### src/hw/rtl/inverter_fault_debounce_latch_top_defines.svh
// Assertion macros for the inverter fault debounce and latch block.
`ifndef INVERTER_FAULT_DEBOUNCE_LATCH_TOP_DEFINES_SVH
`define INVERTER_FAULT_DEBOUNCE_LATCH_TOP_DEFINES_SVH

// Same-cycle implication, checked outside reset.
`define IFDL_ASSERT_NOW(lbl, ante, cons, msg) \
    lbl: assert property (@(posedge i_clk) disable iff (!i_rst_n) (ante) |-> (cons)) \
        else $error(msg);

// Next-cycle implication, checked outside reset.
`define IFDL_ASSERT_NEXT(lbl, ante, cons, msg) \
    lbl: assert property (@(posedge i_clk) disable iff (!i_rst_n) (ante) |=> (cons)) \
        else $error(msg);

`endif

### src/hw/rtl/ifdl_pkg.sv
// Package: widths, op codes, register indexes, sensing modes, fault bit positions and reset values.
package ifdl_pkg;

    localparam int unsigned DataW    = 24;
    localparam int unsigned LimW     = 23;
    localparam int unsigned CntW     = 8;
    localparam int unsigned ModeW    = 3;
    localparam int unsigned OpW      = 2;
    localparam int unsigned NumClass = 4;
    localparam int unsigned LatchW   = 5;
    localparam int unsigned CfgIdxW  = 3;

    localparam logic [CntW-1:0] CntMax = '1;

    // op codes
    localparam logic [OpW-1:0] OP_SCAN  = 2'd0;
    localparam logic [OpW-1:0] OP_LATCH = 2'd1;
    localparam logic [OpW-1:0] OP_CLEAR = 2'd2;

    // register indexes
    localparam logic [CfgIdxW-1:0] REG_UV_LIMIT  = 3'd0;
    localparam logic [CfgIdxW-1:0] REG_OV_LIMIT  = 3'd1;
    localparam logic [CfgIdxW-1:0] REG_OC_LIMIT  = 3'd2;
    localparam logic [CfgIdxW-1:0] REG_IMB_LIMIT = 3'd3;
    localparam logic [CfgIdxW-1:0] REG_TRIP_CNT  = 3'd4;
    localparam logic [CfgIdxW-1:0] REG_SENSE_MD  = 3'd5;

    // sensing modes
    localparam logic [ModeW-1:0] MODE_ALL     = 3'd0;
    localparam logic [ModeW-1:0] MODE_DC_BOTH = 3'd1;
    localparam logic [ModeW-1:0] MODE_CUR     = 3'd2;
    localparam logic [ModeW-1:0] MODE_DC1     = 3'd3;
    localparam logic [ModeW-1:0] MODE_DC2     = 3'd4;

    // fault bit positions
    localparam int unsigned FLT_UV   = 0;
    localparam int unsigned FLT_OV   = 1;
    localparam int unsigned FLT_OC   = 2;
    localparam int unsigned FLT_IMB  = 3;

    // register reset values
    localparam logic signed [DataW-1:0] RstUvLimit  = 24'sd0;
    localparam logic signed [DataW-1:0] RstOvLimit  = 24'sd8388607;
    localparam logic [LimW-1:0]         RstOcLimit  = '1;
    localparam logic [LimW-1:0]         RstImbLimit = '1;
    localparam logic [CntW-1:0]         RstTripCnt  = 8'd3;
    localparam logic [ModeW-1:0]        RstSenseMd  = 3'd0;

    typedef logic [NumClass-1:0] t_flags;

endpackage

### src/hw/rtl/inverter_fault_debounce_latch_top.sv
// Top level: inverter fault check, debounce counters and fault latch.
//
//  channel | direction | handshake                  | payload
//  --------+-----------+----------------------------+---------------------------------
//  in      | into      | i_in_valid / o_in_ready    | op, sensor flags, voltages, current
//  out     | out of    | o_out_valid / i_out_ready  | tripped, sensor lost, latch
//  cfg     | into      | i_cfg_we                   | i_cfg_idx, i_cfg_data
//
// One item per cycle sustained while i_out_ready stays high.
// Limit compares and abs values are formed on the way into the input register;
// the counter update and latch sit between the input and result registers.
// A stalled result holds the input register; the input side stays ready while
// that register is empty or moving. Reset (synchronous, active low) clears
// counters, latch, valids and sets registers to their defaults.
`include "inverter_fault_debounce_latch_top_defines.svh"

module inverter_fault_debounce_latch_top (
    input  logic                                i_clk,
    input  logic                                i_rst_n,
    // configuration
    input  logic                                i_cfg_we,
    input  logic [ifdl_pkg::CfgIdxW-1:0]        i_cfg_idx,
    input  logic [ifdl_pkg::DataW-1:0]          i_cfg_data,
    // input items
    input  logic                                i_in_valid,
    output logic                                o_in_ready,
    input  logic [ifdl_pkg::OpW-1:0]            i_op,
    input  logic                                i_sensor_present,
    input  logic signed [ifdl_pkg::DataW-1:0]   i_dc1_voltage,
    input  logic signed [ifdl_pkg::DataW-1:0]   i_dc2_voltage,
    input  logic signed [ifdl_pkg::DataW-1:0]   i_phase_current,
    input  logic                                i_current_available,
    input  logic [ifdl_pkg::LatchW-1:0]         i_latch_bits,
    // result items
    output logic                                o_out_valid,
    input  logic                                i_out_ready,
    output logic [ifdl_pkg::NumClass-1:0]       o_tripped_faults,
    output logic                                o_sensor_lost,
    output logic [ifdl_pkg::LatchW-1:0]         o_latched_faults
);
    import ifdl_pkg::*;

    // configuration registers
    logic signed [DataW-1:0] r_uv_limit;
    logic signed [DataW-1:0] r_ov_limit;
    logic [LimW-1:0]         r_oc_limit;
    logic [LimW-1:0]         r_imb_limit;
    logic [CntW-1:0]         r_trip_cnt;
    logic [ModeW-1:0]        r_sense_md;

    always_ff @(posedge i_clk) begin
        if (!i_rst_n) begin
            r_uv_limit  <= RstUvLimit;
            r_ov_limit  <= RstOvLimit;
            r_oc_limit  <= RstOcLimit;
            r_imb_limit <= RstImbLimit;
            r_trip_cnt  <= RstTripCnt;
            r_sense_md  <= RstSenseMd;
        end else if (i_cfg_we) begin
            unique case (i_cfg_idx)
                REG_UV_LIMIT:  r_uv_limit  <= i_cfg_data;
                REG_OV_LIMIT:  r_ov_limit  <= i_cfg_data;
                REG_OC_LIMIT:  r_oc_limit  <= i_cfg_data[LimW-1:0];
                REG_IMB_LIMIT: r_imb_limit <= i_cfg_data[LimW-1:0];
                REG_TRIP_CNT:  r_trip_cnt  <= i_cfg_data[CntW-1:0];
                REG_SENSE_MD:  r_sense_md  <= i_cfg_data[ModeW-1:0];
                default: ;
            endcase
        end
    end

    // instant fault flags from the incoming item
    logic signed [DataW:0] s_cur_ext;
    logic signed [DataW:0] s_diff;
    logic [DataW:0]        s_cur_abs;
    logic [DataW:0]        s_diff_abs;
    logic [1:0]            s_dc1_flt;
    logic [1:0]            s_dc2_flt;
    logic                  s_oc_flt;
    logic                  s_imb_flt;
    t_flags                s_inst;

    always_comb begin
        s_cur_ext  = {i_phase_current[DataW-1], i_phase_current};
        s_diff     = {i_dc1_voltage[DataW-1], i_dc1_voltage}
                   - {i_dc2_voltage[DataW-1], i_dc2_voltage};
        s_cur_abs  = s_cur_ext[DataW] ? (DataW+1)'(-s_cur_ext) : (DataW+1)'(s_cur_ext);
        s_diff_abs = s_diff[DataW] ? (DataW+1)'(-s_diff) : (DataW+1)'(s_diff);

        s_dc1_flt  = {i_dc1_voltage > r_ov_limit, i_dc1_voltage < r_uv_limit};
        s_dc2_flt  = {i_dc2_voltage > r_ov_limit, i_dc2_voltage < r_uv_limit};
        s_oc_flt   = s_cur_abs > {2'b00, r_oc_limit};
        s_imb_flt  = s_diff_abs > {2'b00, r_imb_limit};

        s_inst = '0;
        unique case (r_sense_md)
            MODE_ALL: begin
                s_inst[FLT_OV:FLT_UV] = s_dc1_flt | s_dc2_flt;
                s_inst[FLT_OC]        = s_oc_flt;
                s_inst[FLT_IMB]       = s_imb_flt;
            end
            MODE_DC_BOTH: begin
                s_inst[FLT_OV:FLT_UV] = s_dc1_flt | s_dc2_flt;
                s_inst[FLT_IMB]       = s_imb_flt;
            end
            MODE_CUR: begin
                s_inst[FLT_OC] = s_oc_flt;
            end
            MODE_DC1: begin
                s_inst[FLT_OV:FLT_UV] = s_dc1_flt;
                s_inst[FLT_OC]        = i_current_available & s_oc_flt;
            end
            MODE_DC2: begin
                s_inst[FLT_OV:FLT_UV] = s_dc2_flt;
                s_inst[FLT_OC]        = i_current_available & s_oc_flt;
            end
            default: s_inst = '0; // open loop
        endcase
    end

    // input register
    logic               r_s1_valid;
    logic [OpW-1:0]     r_s1_op;
    logic               r_s1_present;
    t_flags             r_s1_inst;
    logic [LatchW-1:0]  r_s1_latch;
    logic               w_adv;

    assign w_adv      = !o_out_valid || i_out_ready;
    assign o_in_ready = !r_s1_valid || w_adv;

    always_ff @(posedge i_clk) begin
        if (!i_rst_n) begin
            r_s1_valid <= 1'b0;
        end else if (o_in_ready) begin
            r_s1_valid <= i_in_valid;
        end
    end

    always_ff @(posedge i_clk) begin
        if (i_in_valid && o_in_ready) begin
            r_s1_op      <= i_op;
            r_s1_present <= i_sensor_present;
            r_s1_inst    <= s_inst;
            r_s1_latch   <= i_latch_bits;
        end
    end

    // debounce counters and latch
    logic [CntW-1:0]   r_cnt [NumClass];
    logic [CntW-1:0]   n_cnt [NumClass];
    logic [CntW-1:0]   s_inc [NumClass];
    logic [LatchW-1:0] r_latched;
    logic [LatchW-1:0] n_latched;
    t_flags            n_tripped;
    logic              n_lost;

    always_comb begin
        n_latched = r_latched;
        n_tripped = '0;
        n_lost    = 1'b0;
        for (int k = 0; k < NumClass; k++) begin
            n_cnt[k] = r_cnt[k];
            s_inc[k] = (r_cnt[k] == CntMax) ? r_cnt[k] : r_cnt[k] + 1'b1;
        end
        unique case (r_s1_op)
            OP_SCAN: begin
                if (!r_s1_present) begin
                    n_lost = 1'b1;
                end else begin
                    for (int k = 0; k < NumClass; k++) begin
                        n_cnt[k]     = r_s1_inst[k] ? s_inc[k] : '0;
                        n_tripped[k] = r_s1_inst[k] && (s_inc[k] >= r_trip_cnt);
                    end
                end
            end
            OP_LATCH: n_latched = r_latched | r_s1_latch;
            OP_CLEAR: begin
                n_latched = '0;
                for (int k = 0; k < NumClass; k++) begin
                    n_cnt[k] = '0;
                end
            end
            default: ; // unused op: no change
        endcase
    end

    always_ff @(posedge i_clk) begin
        if (!i_rst_n) begin
            r_latched <= '0;
            for (int k = 0; k < NumClass; k++) begin
                r_cnt[k] <= '0;
            end
        end else if (w_adv && r_s1_valid) begin
            r_latched <= n_latched;
            for (int k = 0; k < NumClass; k++) begin
                r_cnt[k] <= n_cnt[k];
            end
        end
    end

    // result register
    always_ff @(posedge i_clk) begin
        if (!i_rst_n) begin
            o_out_valid <= 1'b0;
        end else if (w_adv) begin
            o_out_valid <= r_s1_valid;
        end
    end

    always_ff @(posedge i_clk) begin
        if (w_adv && r_s1_valid) begin
            o_tripped_faults <= n_tripped;
            o_sensor_lost    <= n_lost;
            o_latched_faults <= n_latched;
        end
    end

    `IFDL_ASSERT_NOW(a_lost_no_trip, o_out_valid && o_sensor_lost,
        o_tripped_faults == '0, "tripped faults reported on a scan without sensor frame")

    `IFDL_ASSERT_NOW(a_trip_needs_count, o_out_valid && (o_tripped_faults != '0),
        (!o_tripped_faults[FLT_UV] || r_cnt[FLT_UV] != '0) &&
        (!o_tripped_faults[FLT_OV] || r_cnt[FLT_OV] != '0) &&
        (!o_tripped_faults[FLT_OC] || r_cnt[FLT_OC] != '0) &&
        (!o_tripped_faults[FLT_IMB] || r_cnt[FLT_IMB] != '0),
        "fault tripped with a zero debounce count")

    `IFDL_ASSERT_NEXT(a_clear_empties, w_adv && r_s1_valid && r_s1_op == OP_CLEAR,
        r_latched == '0 && r_cnt[FLT_UV] == '0 && r_cnt[FLT_OV] == '0 &&
        r_cnt[FLT_OC] == '0 && r_cnt[FLT_IMB] == '0 && o_latched_faults == '0,
        "clear item left latch or counters nonzero")

    `IFDL_ASSERT_NEXT(a_latch_sticky, !(w_adv && r_s1_valid && r_s1_op == OP_CLEAR),
        (r_latched & $past(r_latched)) == $past(r_latched),
        "latched fault bit dropped without a clear item")

endmodule

### config.mk
export PLATFORM = sky130hd
export DESIGN_NAME = inverter_fault_debounce_latch_top
export DESIGN_NICKNAME = d
export VERILOG_FILES = /design/src/hw/rtl/ifdl_pkg.sv /design/src/hw/rtl/inverter_fault_debounce_latch_top.sv
export VERILOG_INCLUDE_DIRS = /design/src /design/src/hw/rtl
export SDC_FILE = /design/constraint.sdc
export NUM_CORES = 1
export LEC_CHECK = 0
export ABC_AREA = 1
export BUFFER_PORTS_ARGS = -buffer_cell sky130_fd_sc_hd__buf_2
export CELL_PAD_IN_SITES_DETAIL_PLACEMENT = 1
export CELL_PAD_IN_SITES_GLOBAL_PLACEMENT = 2
export CORE_UTILIZATION = 38
export CTS_BUF_LIST = sky130_fd_sc_hd__clkbuf_2
export DETAILED_ROUTE_END_ITERATION = 10
export GPL_TIMING_DRIVEN = 0
export PLACE_DENSITY_LB_ADDON = 0.3
export REMOVE_ABC_BUFFERS = 1
export SYNTH_ARGS = -nofsm -noshare
export SYNTH_HDL_FRONTEND = slang
export SYNTH_SLANG_ARGS = --single-unit
### constraint.sdc
create_clock -name i_clk -period 6.4 [get_ports i_clk]
set_input_delay 0.64 -clock i_clk [delete_from_list [all_inputs] [get_ports i_clk]]
set_output_delay 0.64 -clock i_clk [all_outputs]
set_load 0.02 [all_outputs]
==> impl_metrics.csv <==
group,metric,value,unit
sta,finalHoldWorstSlack,0.110,ns
critical_path,startpoint_type,"input port",
placed_design,placedInstanceArea,14800,sq um
power_and_ir_drop,ir_worst_vdd,96.1,uV
placed_design,dp_worst_setup_slack,1.17,ns
synthesis,synth-main-ff-cell,"dfxtp_1",
flow_run,drv_cap,0,
sta,worst_pin_slew,0.965,ns
finish,post_layout_instance_area,15100,sq um
route,detailroute.via_count,13066,
critical_path,critical_path_depth,33,
floorplan,rows,69,
critical_path,timing.critical_path.max_delay_family,"simple AND/OR/NAND/NOR gates",
critical_path,cp_data_required_time,6.98,ns
floorplan,placeableCoreArea,35500,sq um
grt,grt.overflow.total,0,
floorplan,die_h,192,microns
clocking,clock_path_buffers,2,
placed_design,routabilityCongestion,0.899,
sta,timing.final.crit_share,69.7,%
sta,max_freq,224,MHz
critical_path,timing.reg2reg.setup_slack,3.08,ns
placed_design,portBuffers,124,
finish,multiInputGateArea,8440,sq um
critical_path,critPathMaxFanout,13,
sta,maxSlewViolCount,0,
synthesis,avgSynthCellArea,7.13,sq um
sta,fin_crit,4.46,ns
synthesis,synth-async-reset-ratio,0,%
min_path,timing.hold.worst.start,"i_in_valid",
critical_path,timing.rr.end,"o_tripped_faults[2]$_SDFFCE_PN0P_",
min_path,min_to,"r_s1_valid$_SDFFE_PN0N_",
finish,drive_gt1_share,9.58,%
grt,grt_pass1_vias,13348,
sta,setup_total_negative_slack,0,ns
synthesis,yosys_register_bits,166,
min_path,holdCritPathClass,"input port to register",
clocking,cts.clk_slew.worst_paths,0.24,ns
finish,final.fill_count,4607,
run_status,run_status,"completed",
floorplan,io_pins,125,
synthesis,syn-instance-count,1914,
sta,skew,0.0299,ns
floorplan,initial_core_util,38.5,%
clocking,tritoncts_num_sinks,166,
clocking,cts-buffers-inserted,17,
clocking,htree_levels,4,
clocking,clkLatencyLatePin,0.80,ns
route,drt_first_pass_iters,4,
route,post_drt_via_cell_ratio,5.21,
power_and_ir_drop,leakagePower,7.85,nW
finish,nets,2352,
synthesis,ys_types,46,
critical_path,reg2regPathDepth,12,
grt,antenna_found_initial,2,
synthesis,syn-cell-area,13700,sq um
synthesis,yosysWarningCount,0,
grt,first_pass_grt_wire_length,70000,microns
power_and_ir_drop,powerDensity,174,nW/um^2
min_path,holdPathStages,3,
sta,rsz0062_at_grt,"false",
sta,slew_headroom,35.5,%
critical_path,critical_path.endpoint_type,"register",
synthesis,synth_seq_area_share,28.3,%
clocking,number_of_buffers_inserted_by_post_cts_setup_repair,0,
sta,post-route-worst-setup-slack,1.94,ns
sta,report.final.setup_viol,0,
floorplan,die-area,36700,sq um
sta,final-hold-violation-count,0,
grt,maximum_number_of_pins_on_one_net_before_global_route_repair,85,
critical_path,critPathMaxStageDelay,0.38,ns
route,remaining_drc_errors,0,
route,drtAntennaViolNets,0,
finish,areaGrowthSynthToFinish,10.8,%
critical_path,number_of_buffers_and_inverters_on_the_critical_path,5,
critical_path,critical_path.most_common_cell,"nand2_1",
route,drt-initial-drc-count,642,
placed_design,dpl.hpwl,36800,microns
grt,grt_use_total,24.6,%
synthesis,post_synth_edffs,54,
critical_path,crit-reg2reg-launch,"r_cnt[2][1]$_SDFFCE_PP0P_",
finish,regArea,3860,sq um
floorplan,chipWidth,192,microns
clocking,cts_tree,"yes",
critical_path,critPathSlowestCell,"fa_1",
critical_path,critical_path_class,"input port to register",
clocking,clockRootBuffer,"clkbuf_2",
route,finalWirelength,44300,microns
route,route.detailed.wl_per_inst,17.7,microns
critical_path,worst-endpoint-arrival,5.04,ns
==> metal layers <==
metal	global-route usage (%)	up-vias	wire, microns
met1	33.7	6207	21900
met3	2.68	38	1310
li1	-	6621	-
met5	0	-	8
met2	41.4	198	20600
met4	5.04	2	522
==> stage by stage <==
| stage | util [%] | power, W | instances |
|---|---|---|---|
| after floorplan | - | 0.00174 | 1878 |
| after global placement | 41.4 | 0.00202 | 2463 |
| after detailed placement | 41.8 | 0.00206 | 2467 |
| after CTS | 42.6 | 0.00266 | 2507 |
| after global routing | 42.6 | 0.00282 | 2508 |
| final | 42.6 | 0.00263 | 2508 |
==> cell families after synthesis <==
kind of cell | count (synthesis) | synth area share, %
simple gates | 745 | 23.3
xor+xnor | 61 | 3.91
flops | 166 | 28.3
compound gates | 370 | 15.4
buf+inv | 366 | 10.1
fa+ha+maj | 206 | 18.9
==> state kept, by name (all words and copies together) (netlist names), 2 cells and up <==
name and count:
r_s1_latch 5, o_latched_faults 5, r_s1_inst 4, r_imb_limit 23, r_oc_limit 23, r_trip_cnt 8
r_sense_md 3, r_uv_limit 24, r_ov_limit 24, o_tripped_faults 4, r_s1_op 2, r_latched 5
r_cnt 32
==> area by class of cell <==
type / instances / area share (%)
multi-input combinational: 1382 / 55.8
timing repair buffer: 136 / 5.16
tap: 461 / 3.81
inverter: 330 / 8.19
clock buffer: 18 / 0.596
clock inverter: 14 / 0.902
antenna: 1 / 0.0165
sequential: 166 / 25.5
==> worst min-delay path: cells and delay by family <==
kind / cells / cell delay [ns]
buffers and inverters: 1 / 0.10
AND/OR/NAND/NOR: 1 / 0.07
AO/OA/AOI/OAI: 1 / 0.06
==> cell usage in the layout, fill, tap and decap left out, types with 6 or more instances in the layout <==
cell type	synthesis	final
xnor2_1	12	12
buf_2	0	123
nor3_1	34	34
nand2_1	408	408
nor2_1	137	134
ha_1	205	205
a211oi_1	7	7
o21ai_0	92	92
a21o_1	8	8
dfxtp_1	112	112
nand3b_1	8	8
dlygate4sd3_1	0	8
nand2_2	9	9
clkbuf_2	0	18
xor2_1	49	49
nor4_1	8	8
a21oi_1	183	183
nand4_1	42	42
nand3_1	76	76
nor2_2	5	6
a31oi_1	6	6
or2_2	9	9
o211ai_1	49	49
edfxtp_1	54	54
inv_1	325	324
==> how the worst max path moves through the flow <==
stage	startpoint	to	slack, ns
floorplan	i_dc1_voltage[0]	r_s1_inst[3]$_SDFFCE_PN0P_	2.51
global placement	i_dc1_voltage[0]	r_s1_inst[3]$_SDFFCE_PN0P_	1.20
detailed placement	i_dc1_voltage[0]	r_s1_inst[3]$_SDFFCE_PN0P_	1.17
CTS	i_dc1_voltage[0]	r_s1_inst[3]$_SDFFCE_PN0P_	2.06
global route	i_dc1_voltage[0]	r_s1_inst[3]$_SDFFCE_PN0P_	1.65
finish	i_dc1_voltage[0]	r_s1_inst[3]$_SDFFCE_PN0P_	1.94
==> timing repair <==
item	in CTS	in global routing
setup endpoints to repair	0	0
hold buffers	8	0
resized for setup	0	0
endpoints found under the hold margin	8	0
==> Yosys cell counts, drive strengths merged (4+ instances only) <==
master | n | area (sq um)
nand2 | 417 | 1590
inv | 329 | 1230
ha | 205 | 2560
a21oi | 184 | 925
nor2 | 142 | 546
dfxtp | 112 | 2240
o21ai | 93 | 469
nand3 | 78 | 400
edfxtp | 54 | 1620
o211ai | 49 | 368
xor2 | 49 | 429
nand4 | 43 | 275
nor3 | 34 | 170
clkbuf | 32 | 120
xnor2 | 12 | 105
or2 | 10 | 62.6
a21o | 8 | 60.1
nand3b | 8 | 60.1
nor4 | 8 | 50.1
a211oi | 7 | 52.6
a31oi | 6 | 37.5
o2111ai | 5 | 43.8
buf | 4 | 26.3
o21a | 4 | 30.0
o221ai | 4 | 35.0
==> power breakdown <==
group | total, W | leakage [nW] | internal, W | switching, W
combinational | 0.000882 | 6.24 | 0.000301 | 0.000581
sequential | 0.00116 | 1.46 | 0.00114 | 0.0000215
clock | 0.000588 | 0.146 | 0.000178 | 0.000410
total | 0.00263 | 7.85 | 0.00162 | 0.00101
(Power assumes the default switching activity.)
